`config.mk`:
```
export PLATFORM = sky130hd
export DESIGN_NAME = skewed_triangle_oscillator_top
export DESIGN_NICKNAME = d
export VERILOG_FILES = /design/src/rtl/sto_pkg.sv /design/src/rtl/skewed_triangle_oscillator_top.sv /design/src/rtl/sto_phase.sv /design/src/rtl/sto_scale.sv
export VERILOG_INCLUDE_DIRS = /design/src /design/src/rtl
export SDC_FILE = /design/constraint.sdc
export NUM_CORES = 2
export LEC_CHECK = 0
export BUFFER_PORTS_ARGS = -buffer_cell sky130_fd_sc_hd__clkbuf_2
export CORE_MARGIN = 2
export CORE_UTILIZATION = 45
export CTS_BUF_LIST = sky130_fd_sc_hd__clkbuf_8
export CTS_CLUSTER_SIZE = 12
export DETAILED_ROUTE_END_ITERATION = 8
export GPL_ROUTABILITY_DRIVEN = 0
export SLEW_MARGIN = 20
export SYNTH_ARGS = -nofsm -noshare
export SYNTH_HDL_FRONTEND = slang
export SYNTH_HIERARCHICAL = 1
export SYNTH_SLANG_ARGS = --single-unit
```
`constraint.sdc`:
```
create_clock -name clk_i -period 24.9 [get_ports clk_i]
set_input_delay 4.98 -clock clk_i [delete_from_list [all_inputs] [get_ports clk_i]]
set_output_delay 4.98 -clock clk_i [all_outputs]
set_load 0.05 [all_outputs]
```
`src/rtl/skewed_triangle_oscillator_top_defines.svh`:
```
// ----------------------------------------------------------------------------
// Skewed triangle oscillator assertion macros
// Concurrent assertion helpers, empty when SYNTHESIS is defined.
// ----------------------------------------------------------------------------
`ifndef SKEWED_TRIANGLE_OSCILLATOR_TOP_DEFINES_SVH
`define SKEWED_TRIANGLE_OSCILLATOR_TOP_DEFINES_SVH

`ifndef SYNTHESIS
`define STO_ASSERT_CLK(lbl, clk, rst_n, prop) \
  lbl: assert property (@(posedge clk) disable iff (!rst_n) prop) \
    else $error("assertion failed");
`define STO_ASSERT(lbl, prop) `STO_ASSERT_CLK(lbl, clk_i, rst_ni, prop)
`else
`define STO_ASSERT_CLK(lbl, clk, rst_n, prop)
`define STO_ASSERT(lbl, prop)
`endif

`endif

```
`src/rtl/sto_pkg.sv`:
```
// ----------------------------------------------------------------------------
// Skewed triangle oscillator package
// Register map and fixed widths shared by the oscillator modules.
// ----------------------------------------------------------------------------
package sto_pkg;

  localparam int unsigned SAMPLE_W  = 16;
  localparam int unsigned REG_IDX_W = 3;

  typedef enum logic [REG_IDX_W-1:0] {
    REG_RISE_INC     = 3'd0,
    REG_FALL_INC     = 3'd1,
    REG_OUT_MAX      = 3'd2,
    REG_OUT_MIN      = 3'd3,
    REG_START_PHASE  = 3'd4,
    REG_START_RISING = 3'd5
  } reg_idx_e;

  typedef logic signed [SAMPLE_W-1:0] sample_t;

endpackage

```
`src/rtl/skewed_triangle_oscillator_top.sv`:
```
// ----------------------------------------------------------------------------
// Skewed triangle oscillator
// Asymmetric triangle wave generator with APB register port.
// ----------------------------------------------------------------------------
// Usage:
//   Each input beat (in_valid_i/in_ready_o, field restart_i) is one tick and
//   yields exactly one output beat (out_valid_o/out_ready_i, field sample_o).
//   restart_i reloads phase and direction from start_phase/start_rising
//   before the tick's step.
//   Throughput: one beat per cycle while the pipe is not stalled. Three register
//   stages (phase, product, sample); out_valid_o is the valid bit of the last.
//   The phase add-and-clamp is the only loop; it is combinational into phase_q.
//   Stall: the whole pipe holds while out_valid_o is high and out_ready_i is
//   low; in_ready_o drops in that case and rises as soon as the output
//   register drains or is taken.
//   Reset: pipe empty, phase 0, rising; registers zero, start_rising 1.
//   Registers sit at 4*index (8*index when the phase exceeds 32 bits):
//   rise_inc, fall_inc, out_max, out_min, start_phase, start_rising.
//   Write only while the pipe is empty.
// ----------------------------------------------------------------------------
`include "skewed_triangle_oscillator_top_defines.svh"

module skewed_triangle_oscillator_top #(
  parameter int unsigned PHASE_FRAC_BITS = 24
) (
  input  logic                     clk_i,
  input  logic                     rst_ni,
  input  logic                                            psel,
  input  logic                                            penable,
  input  logic                                            pwrite,
  input  logic [((PHASE_FRAC_BITS >= 32) ? 3 : 2)+2:0]    paddr,
  input  logic [((PHASE_FRAC_BITS >= 32) ? 64 : 32)-1:0]  pwdata,
  output logic [((PHASE_FRAC_BITS >= 32) ? 64 : 32)-1:0]  prdata,
  output logic                                            pready,
  input  logic                     in_valid_i,
  output logic                     in_ready_o,
  input  logic                     restart_i,
  output logic                     out_valid_o,
  input  logic                     out_ready_i,
  output sto_pkg::sample_t         sample_o
);

  import sto_pkg::*;

  localparam int unsigned PW      = PHASE_FRAC_BITS + 1;
  localparam int unsigned AddrLsb = (PHASE_FRAC_BITS >= 32) ? 3 : 2;
  localparam int unsigned AW      = AddrLsb + REG_IDX_W;
  localparam int unsigned DW      = (PHASE_FRAC_BITS >= 32) ? 64 : 32;

  logic [PW-1:0] rise_inc_q, fall_inc_q, start_phase_q;
  sample_t       out_max_q, out_min_q;
  logic          start_rising_q;
  reg_idx_e      reg_idx;
  logic          wr_en;

  logic          en;
  logic          accept;
  logic          v1_q, v2_q, v3_q;
  logic [PW-1:0] phase;

  // Configuration port
  assign pready  = 1'b1;
  assign reg_idx = reg_idx_e'(paddr[AW-1:AddrLsb]);
  assign wr_en   = psel && penable && pwrite;

  always_ff @(posedge clk_i or negedge rst_ni) begin
    if (!rst_ni) begin
      rise_inc_q     <= '0;
      fall_inc_q     <= '0;
      out_max_q      <= '0;
      out_min_q      <= '0;
      start_phase_q  <= '0;
      start_rising_q <= 1'b1;
    end else if (wr_en) begin
      case (reg_idx)
        REG_RISE_INC:     rise_inc_q     <= pwdata[PW-1:0];
        REG_FALL_INC:     fall_inc_q     <= pwdata[PW-1:0];
        REG_OUT_MAX:      out_max_q      <= pwdata[SAMPLE_W-1:0];
        REG_OUT_MIN:      out_min_q      <= pwdata[SAMPLE_W-1:0];
        REG_START_PHASE:  start_phase_q  <= pwdata[PW-1:0];
        REG_START_RISING: start_rising_q <= pwdata[0];
        default: ;
      endcase
    end
  end

  always_comb begin
    case (reg_idx)
      REG_RISE_INC:     prdata = DW'(rise_inc_q);
      REG_FALL_INC:     prdata = DW'(fall_inc_q);
      REG_OUT_MAX:      prdata = DW'(out_max_q);
      REG_OUT_MIN:      prdata = DW'(out_min_q);
      REG_START_PHASE:  prdata = DW'(start_phase_q);
      REG_START_RISING: prdata = DW'(start_rising_q);
      default:          prdata = '0;
    endcase
  end

  // Pipe control: all stages advance together unless the output beat stalls
  assign en         = !v3_q || out_ready_i;
  assign in_ready_o = en;
  assign accept     = in_valid_i && en;

  always_ff @(posedge clk_i or negedge rst_ni) begin
    if (!rst_ni) begin
      v1_q <= 1'b0;
      v2_q <= 1'b0;
      v3_q <= 1'b0;
    end else if (en) begin
      v1_q <= in_valid_i;
      v2_q <= v1_q;
      v3_q <= v2_q;
    end
  end

  sto_phase #(
    .PHASE_FRAC_BITS(PHASE_FRAC_BITS)
  ) u_phase (
    .clk_i,
    .rst_ni,
    .step_i         (accept),
    .restart_i,
    .rise_inc_i     (rise_inc_q),
    .fall_inc_i     (fall_inc_q),
    .start_phase_i  (start_phase_q),
    .start_rising_i (start_rising_q),
    .phase_o        (phase)
  );

  sto_scale #(
    .PHASE_FRAC_BITS(PHASE_FRAC_BITS)
  ) u_scale (
    .clk_i,
    .en_i      (en),
    .phase_i   (phase),
    .out_max_i (out_max_q),
    .out_min_i (out_min_q),
    .sample_o
  );

  assign out_valid_o = v3_q;

  `STO_ASSERT(a_stall_freezes, !en |=> $stable(v1_q) && $stable(v2_q))
  `STO_ASSERT(a_no_accept_stalled, (v3_q && !out_ready_i) |-> !accept)
  `STO_ASSERT(a_pipe_moves, (en && v2_q) |=> v3_q)

endmodule

```
`src/rtl/sto_phase.sv`:
```
// ----------------------------------------------------------------------------
// Phase accumulator
// Steps the phase up or down per beat, clamps at 0 and 1.0, turns direction.
// ----------------------------------------------------------------------------
`include "skewed_triangle_oscillator_top_defines.svh"

module sto_phase #(
  parameter int unsigned PHASE_FRAC_BITS = 24
) (
  input  logic                     clk_i,
  input  logic                     rst_ni,
  input  logic                     step_i,
  input  logic                     restart_i,
  input  logic [PHASE_FRAC_BITS:0] rise_inc_i,
  input  logic [PHASE_FRAC_BITS:0] fall_inc_i,
  input  logic [PHASE_FRAC_BITS:0] start_phase_i,
  input  logic                     start_rising_i,
  output logic [PHASE_FRAC_BITS:0] phase_o
);

  localparam int unsigned PW = PHASE_FRAC_BITS + 1;
  localparam logic [PW-1:0] PhaseOne = {1'b1, {PHASE_FRAC_BITS{1'b0}}};

  logic [PW-1:0] phase_q, phase_d;
  logic          rising_q, rising_d;
  logic [PW-1:0] base;
  logic          dir;
  logic [PW:0]   sum;
  logic [PW-1:0] stepped;
  logic          clamp_hi;

  always_comb begin
    base     = restart_i ? start_phase_i  : phase_q;
    dir      = restart_i ? start_rising_i : rising_q;
    sum      = {1'b0, base} + {1'b0, rise_inc_i};
    clamp_hi = 1'b0;
    stepped  = '0;
    if (dir) begin
      clamp_hi = (sum >= {1'b0, PhaseOne});
      stepped  = sum[PW-1:0];
    end else begin
      stepped  = (fall_inc_i >= base) ? '0 : base - fall_inc_i;
      clamp_hi = (stepped >= PhaseOne);
    end
    if (clamp_hi) begin
      phase_d  = PhaseOne;
      rising_d = 1'b0;
    end else if (stepped == '0) begin
      phase_d  = '0;
      rising_d = 1'b1;
    end else begin
      phase_d  = stepped;
      rising_d = dir;
    end
  end

  always_ff @(posedge clk_i or negedge rst_ni) begin
    if (!rst_ni) begin
      phase_q  <= '0;
      rising_q <= 1'b1;
    end else if (step_i) begin
      phase_q  <= phase_d;
      rising_q <= rising_d;
    end
  end

  assign phase_o = phase_q;

  `STO_ASSERT(a_phase_bounded, step_i |=> (phase_q <= PhaseOne))
  `STO_ASSERT(a_top_falls, step_i |=> (phase_q != PhaseOne || !rising_q))
  `STO_ASSERT(a_floor_rises, step_i |=> (phase_q != '0 || rising_q))
  `STO_ASSERT(a_phase_holds, !step_i |=> $stable(phase_q) && $stable(rising_q))

endmodule

```
`src/rtl/sto_scale.sv`:
```
// ----------------------------------------------------------------------------
// Sample scaler
// Maps the phase onto out_min..out_max, truncating toward zero. Two stages.
// ----------------------------------------------------------------------------
module sto_scale #(
  parameter int unsigned PHASE_FRAC_BITS = 24
) (
  input  logic                     clk_i,
  input  logic                     en_i,
  input  logic [PHASE_FRAC_BITS:0] phase_i,
  input  sto_pkg::sample_t         out_max_i,
  input  sto_pkg::sample_t         out_min_i,
  output sto_pkg::sample_t         sample_o
);

  import sto_pkg::*;

  localparam int unsigned F  = PHASE_FRAC_BITS;
  localparam int unsigned PW = F + 1;
  localparam int unsigned NW = PW + SAMPLE_W + 2;
  localparam int unsigned XW = NW - SAMPLE_W - F;

  logic signed [PW:0]         phase_s;
  logic signed [SAMPLE_W:0]   diff;
  logic signed [NW-1:0]       prod_d, prod_q;
  logic signed [NW-1:0]       min_ext;
  logic signed [NW-1:0]       num;
  logic signed [NW-1:0]       adj;
  sample_t                    sample_d, sample_q;

  assign phase_s = {1'b0, phase_i};
  assign diff    = {out_max_i[SAMPLE_W-1], out_max_i} - {out_min_i[SAMPLE_W-1], out_min_i};
  assign prod_d  = phase_s * diff;

  // toward-zero truncation: bias negative values by one LSB short of 1.0
  assign min_ext  = {{XW{out_min_i[SAMPLE_W-1]}}, out_min_i, {F{1'b0}}};
  assign num      = min_ext + prod_q;
  assign adj      = num + (num[NW-1] ? {{(NW-F){1'b0}}, {F{1'b1}}} : '0);
  assign sample_d = adj[F+SAMPLE_W-1:F];

  always_ff @(posedge clk_i) begin
    if (en_i) begin
      prod_q   <= prod_d;
      sample_q <= sample_d;
    end
  end

  assign sample_o = sample_q;

endmodule
```
# [Word-level counts from Yosys, hierarchy flattened]
# Cells that the tools add are included.
[classes] addsub=5 multipliers=1 n_lt_le_gt_ge=3 eq_ne=5 muxes=11 reduce_logical=13
[op_table] operator="case mux 32 bit (6 select lines)" count=1
[op_table] operator="2-to-1 mux 25 bit" count=5
[op_table] operator="adder 40 x 43 -> 43 bit" count=1
[op_table] operator="multiplier 26 x 17 -> 43 bit" count=1
[op_table] operator="adder 40 bit" count=1
[op_table] operator="adder 25 x 25 -> 26 bit" count=1
[op_table] operator="greater-or-equal comparator 26 x 25 -> 1 bit (second input constant)" count=1
[op_table] operator="greater-or-equal comparator 25 bit" count=1
[op_table] operator="greater-or-equal comparator 25 bit (second input constant)" count=1
[op_table] operator="zero test 25 bit" count=1
[op_table] operator="subtractor 25 bit" count=1
[op_table] operator="2-to-1 mux 24 bit" count=1
[op_table] operator="subtractor 16 x 16 -> 17 bit" count=1
[op_table] operator="AND reduction 2 bit" count=6
[op_table] operator="== test 3 x 2 -> 1 bit (second input constant)" count=2
[op_table] operator="== test 3 bit (second input constant)" count=2
[op_table] operator="2-to-1 mux 1 bit" count=4
[op_table] operator="== test 3 x 1 -> 1 bit (second input constant)" count=1
[op_table] operator="logical AND 1 bit" count=3
[op_table] operator="zero test 3 bit" count=1
[op_table] operator="zero test 1 bit" count=1
[op_table] operator="logical OR 1 bit" count=1
[word_totals] regBits=196 input_bits=45 output_inout_bits=51 wordCells=51

# [Logic depth before layout (Yosys ltp)]
[logic_depth] word_depth=7 mapped_depth=35 ltp_nobuf=34

# [Cells and area by module]
# The synthesis kept the hierarchy.
[modules_own_cells] module="sto_scale" n_inst=1 cells_per_inst=2097 area_per_inst_um2=18791.8 seq_area_each_um2=1771.7
[modules_own_cells] module="skewed_triangle_oscillator_top" n_inst=1 cells_per_inst=365 area_per_inst_um2=5397.7 seq_area_each_um2=2778.9
[modules_own_cells] module="sto_phase" n_inst=1 cells_per_inst=612 area_per_inst_um2=4489.3 seq_area_each_um2=651.9

# [Worst setup path before layout]
# No wires, ideal clock.
[synth_path] path_kind="input to output" start="input out_ready_i" end="output in_ready_o" arrival_ps=6857 t_required_ps=19920 slack_ps=13063 cell_stages=1 path_buffers=0 path_cell_list="nand2b_1"
[synth_via] elab_chain_cells=1
[synth_lines] item="start: declaration" line_no="skewed_triangle_oscillator_top.sv:39" text="input logic out_ready_i,"
[synth_lines] item="logical OR 1 bit" line_no="skewed_triangle_oscillator_top.sv:100" text="assign en = !v3_q || out_ready_i;"
[synth_lines] item="end: declaration" line_no="skewed_triangle_oscillator_top.sv:36" text="output logic in_ready_o,"
# No other way between the ends.

# [Final worst setup path]
[layout_path] start="input paddr[4] (netlist name)" end="output prdata[11] (netlist name)"
[layout_via] elab_chain_cells=2 elab_cells_between_ends=7 classes_between="eq/ne: 5; mux: 1; reduce/logical: 1"
[layout_lines] item="start: declaration" line_no="skewed_triangle_oscillator_top.sv:31" text="input logic [((PHASE_FRAC_BITS >= 32) ? 3 : 2)+2:0] paddr,"
[layout_lines] item="== test 3 bit (tied with other cells)" line_no="skewed_triangle_oscillator_top.sv:88" text="case (reg_idx)"
[layout_lines] item="case mux 32 bit (6 select lines) *" line_no="skewed_triangle_oscillator_top.sv:88"
[layout_lines] item="end: declaration" line_no="skewed_triangle_oscillator_top.sv:33" text="output logic [((PHASE_FRAC_BITS >= 32) ? 64 : 32)-1:0] prdata,"
# Mark *: on every way between the ends. The rest lies on a longest branch, timed or not.

==> impl_metrics.toml <==
[sta]
post-route-min-period_ns = 12.05
timing.setup.tns_ns = 0
slew-limit-headroom = 0.2186
fmax_ghz = 0.08301
setup_viol = 0
worstMarginPinSlew_ns = 1.172
period_share = 0.4838
finClkSkew_ns = 0.02372
slew_viol_final = 0
hold_violations = 0
rsz0062_at_grt = "false"

[detailed_routing]
drt-initial-drc-count = 1574
wl_per_cell_um = 20.19
drtPass1Iterations = 6
routed_wl_um = 79710
post_drt_via_cell_ratio = 5.673
dr_total_vias = 22400
drtAntennaViolNets = 0
drc = 0

[synth]
netlist_instances = 3074
async_flop_share = 0.6990
synth-edff-count = 59
synthTopCellsByArea = "fa_1 (24%), dfrtp_1 (12%), ha_1 (11%)"
synth-seq-cells = 196
yosys_warnings = 6
synthTopCellsByCount = "inv_1 (535), fa_1 (348), nand2_1 (342), ha_1 (255), dfrtp_1 (135)"
synth_nets = 3722
netlist_area_sq_um = 28680
avgSynthCellArea_sq_um = 9.329
synth_top_area_cell = "fa_1"
ys_types = 113
ys.flop_type = "dfrtp_1"
yosysSeqAreaShare = 0.1814
synth_top_area_share = 0.2429
yosysMostFrequentCell = "inv_1"

[critical_path]
slowest_stage = "nor2_2"
crit_buf_inv = 2
cp_max_fo = 30
cp-end-kind = "output pin"
criticalPathCategory = "input pin to output pin"
cp.required_ns = 19.92
crit_path_start_kind = "input pin"
max_stage_delay_ns = 0.80
path_cells = "clkbuf_2 > nor2_2 > a32oi_1 > o21ai_0 > clkbuf_2"
critPathTopFamily = "buffers and inverters"
arrival_ns = 7.07
cpMostUsedCell = "clkbuf_2"

[worst_hold_path]
hp-class = "flop to flop"

[layout]
area_growth_pct = 6.112
final_nets = 3737
drive_gt1_frac = 0.1119

[grt]
grt_first_pass_wirelength_um = 127700
antenna_found_initial = 2
grt_start_max_net_pins = 77
grtUsageTotal = 0.2455
grt_overflow = 0
grt_pass1_vias = 23410

[floorplanning]
die-area_sq_um = 65770
die_h_um = 256.5
core_area_sq_um = 63080
initial_utilization = 0.4546
io_pins = 96
die_w_um = 256.5
rows = 92

[placement]
portBuffers = 85
dpl.hpwl_um = 62700

[clock_tree]
clock_sinks = 196
clock_latency_ns = 0.52
cts_setup_buffers = 0
cts-resized-gates = 0
ctsHoldBuffers = 0
numCtsBuffers = 17
clk_root_buffer_cell = "clkbuf_8"
htree_num_levels = 4
cts_tree = "built"
cts_buffer_depth = 2
clkSlewWorstSetupHoldPaths_ns = 0.13

[run]
maxCapViolations = 0

[status]
status = "completed"
## layout make-up
type,instances,area [sq um]
inverter,535,2008
antenna,1,2.502
tap,846,1059
timing repair buffer,120,698.2
multi-input combinational,2219,21010
sequential,196,5202
fill,6088,32650
clock buffer,17,234.0
clock inverter,15,216.5
## kinds of logic (layout without fill, tap and decap cells)
group                    Yosys count  after routing  synth area share
AO/OA/AOI/OAI                    496            496            0.1207
XOR/XNOR                         107            107           0.03268
adder cells (fa/ha/maj)          603            603            0.3542
buffers and inverters            659            687           0.09249
flip-flops                       196            196            0.1814
multiplexers                     160            160           0.06767
other                              1              2         0.0001308
AND/OR/NAND/NOR                  852            852            0.1508
## cells in the final DEF, fill, tap and decap left out, types with 23 or more instances in the layout
cell,Yosys,layout
mux2_4,46,46
edfxtp_1,59,59
xnor2_1,65,58
a21o_1,67,67
nor2b_1,60,60
o21a_1,23,23
mux2i_1,36,36
buf_4,8,34
ha_1,255,255
xor2_1,42,40
mux2_2,72,72
inv_1,535,535
nand3_1,58,58
fa_1,348,348
dfrtp_1,135,135
nor2_1,108,106
clkbuf_2,1,84
and2_1,99,99
o21ai_0,99,99
nor3_1,30,29
a21oi_1,88,88
nand2_1,342,342
## through the flow
| stage | util | hold WS, ns | setup slack (ns) | instances | cell area, sq um |
|---|---|---|---|---|---|
| CTS | 0.4820 | 0.4806 | 12.53 | 3947 | 30400 |
| finish | 0.4824 | 0.4770 | 12.85 | 3949 | 30430 |
| detailed placement | 0.4748 | 0.4515 | 12.54 | 3915 | 29950 |
| global placement | 0.4748 | 0.4395 | 12.57 | 3915 | 29950 |
| global route | 0.4824 | 0.5035 | 12.74 | 3948 | 30430 |
| floorplan | - | 0.4305 | 13.06 | 3074 | 28680 |
## per-layer routing
metal	vias to the layer above	routed length, um	part of all wire	GRT usage
met5	-	0	0	0
met4	0	2666	0.033	0.08140
met3	150	3660	0.046	0.02541
met2	667	38980	0.49	0.4234
met1	11420	34410	0.43	0.3229
li1	10160	-	-	-
## flip-flops by register name, indices dropped and copies added, names as in the netlist, 16 cells and up
name / cells
u_scale/prod_q: 43
fall_inc_q: 25
rise_inc_q: 25
start_phase_q: 25
u_phase/phase_o: 25
out_max_q: 16
out_min_q: 16
u_scale/sample_o: 16
## worst paths after layout
path	from	end	slack [ns]	cells past startpoint
min in group asynchronous	rst_ni	u_phase/phase_o[20]$_DFFE_PN0P_	4.45	1
hold / removal	v2_q$_DFFE_PN0N_	out_valid_o$_DFFE_PN0N_	0.48	1
hold reg to reg	v2_q$_DFFE_PN0N_	out_valid_o$_DFFE_PN0N_	0.48	1
setup reg to reg	out_min_q[1]$_DFFE_PN0P_	u_scale/prod_q[41]$_DFFE_PP_	15.02	29
max in group asynchronous	rst_ni	fall_inc_q[12]$_DFFE_PN0P_	19.11	2
setup / recovery	paddr[4]	prdata[11]	12.85	5
Power is not shown: default switching activity piles up to over one toggle a cycle in this logic, so the estimate is an artifact.
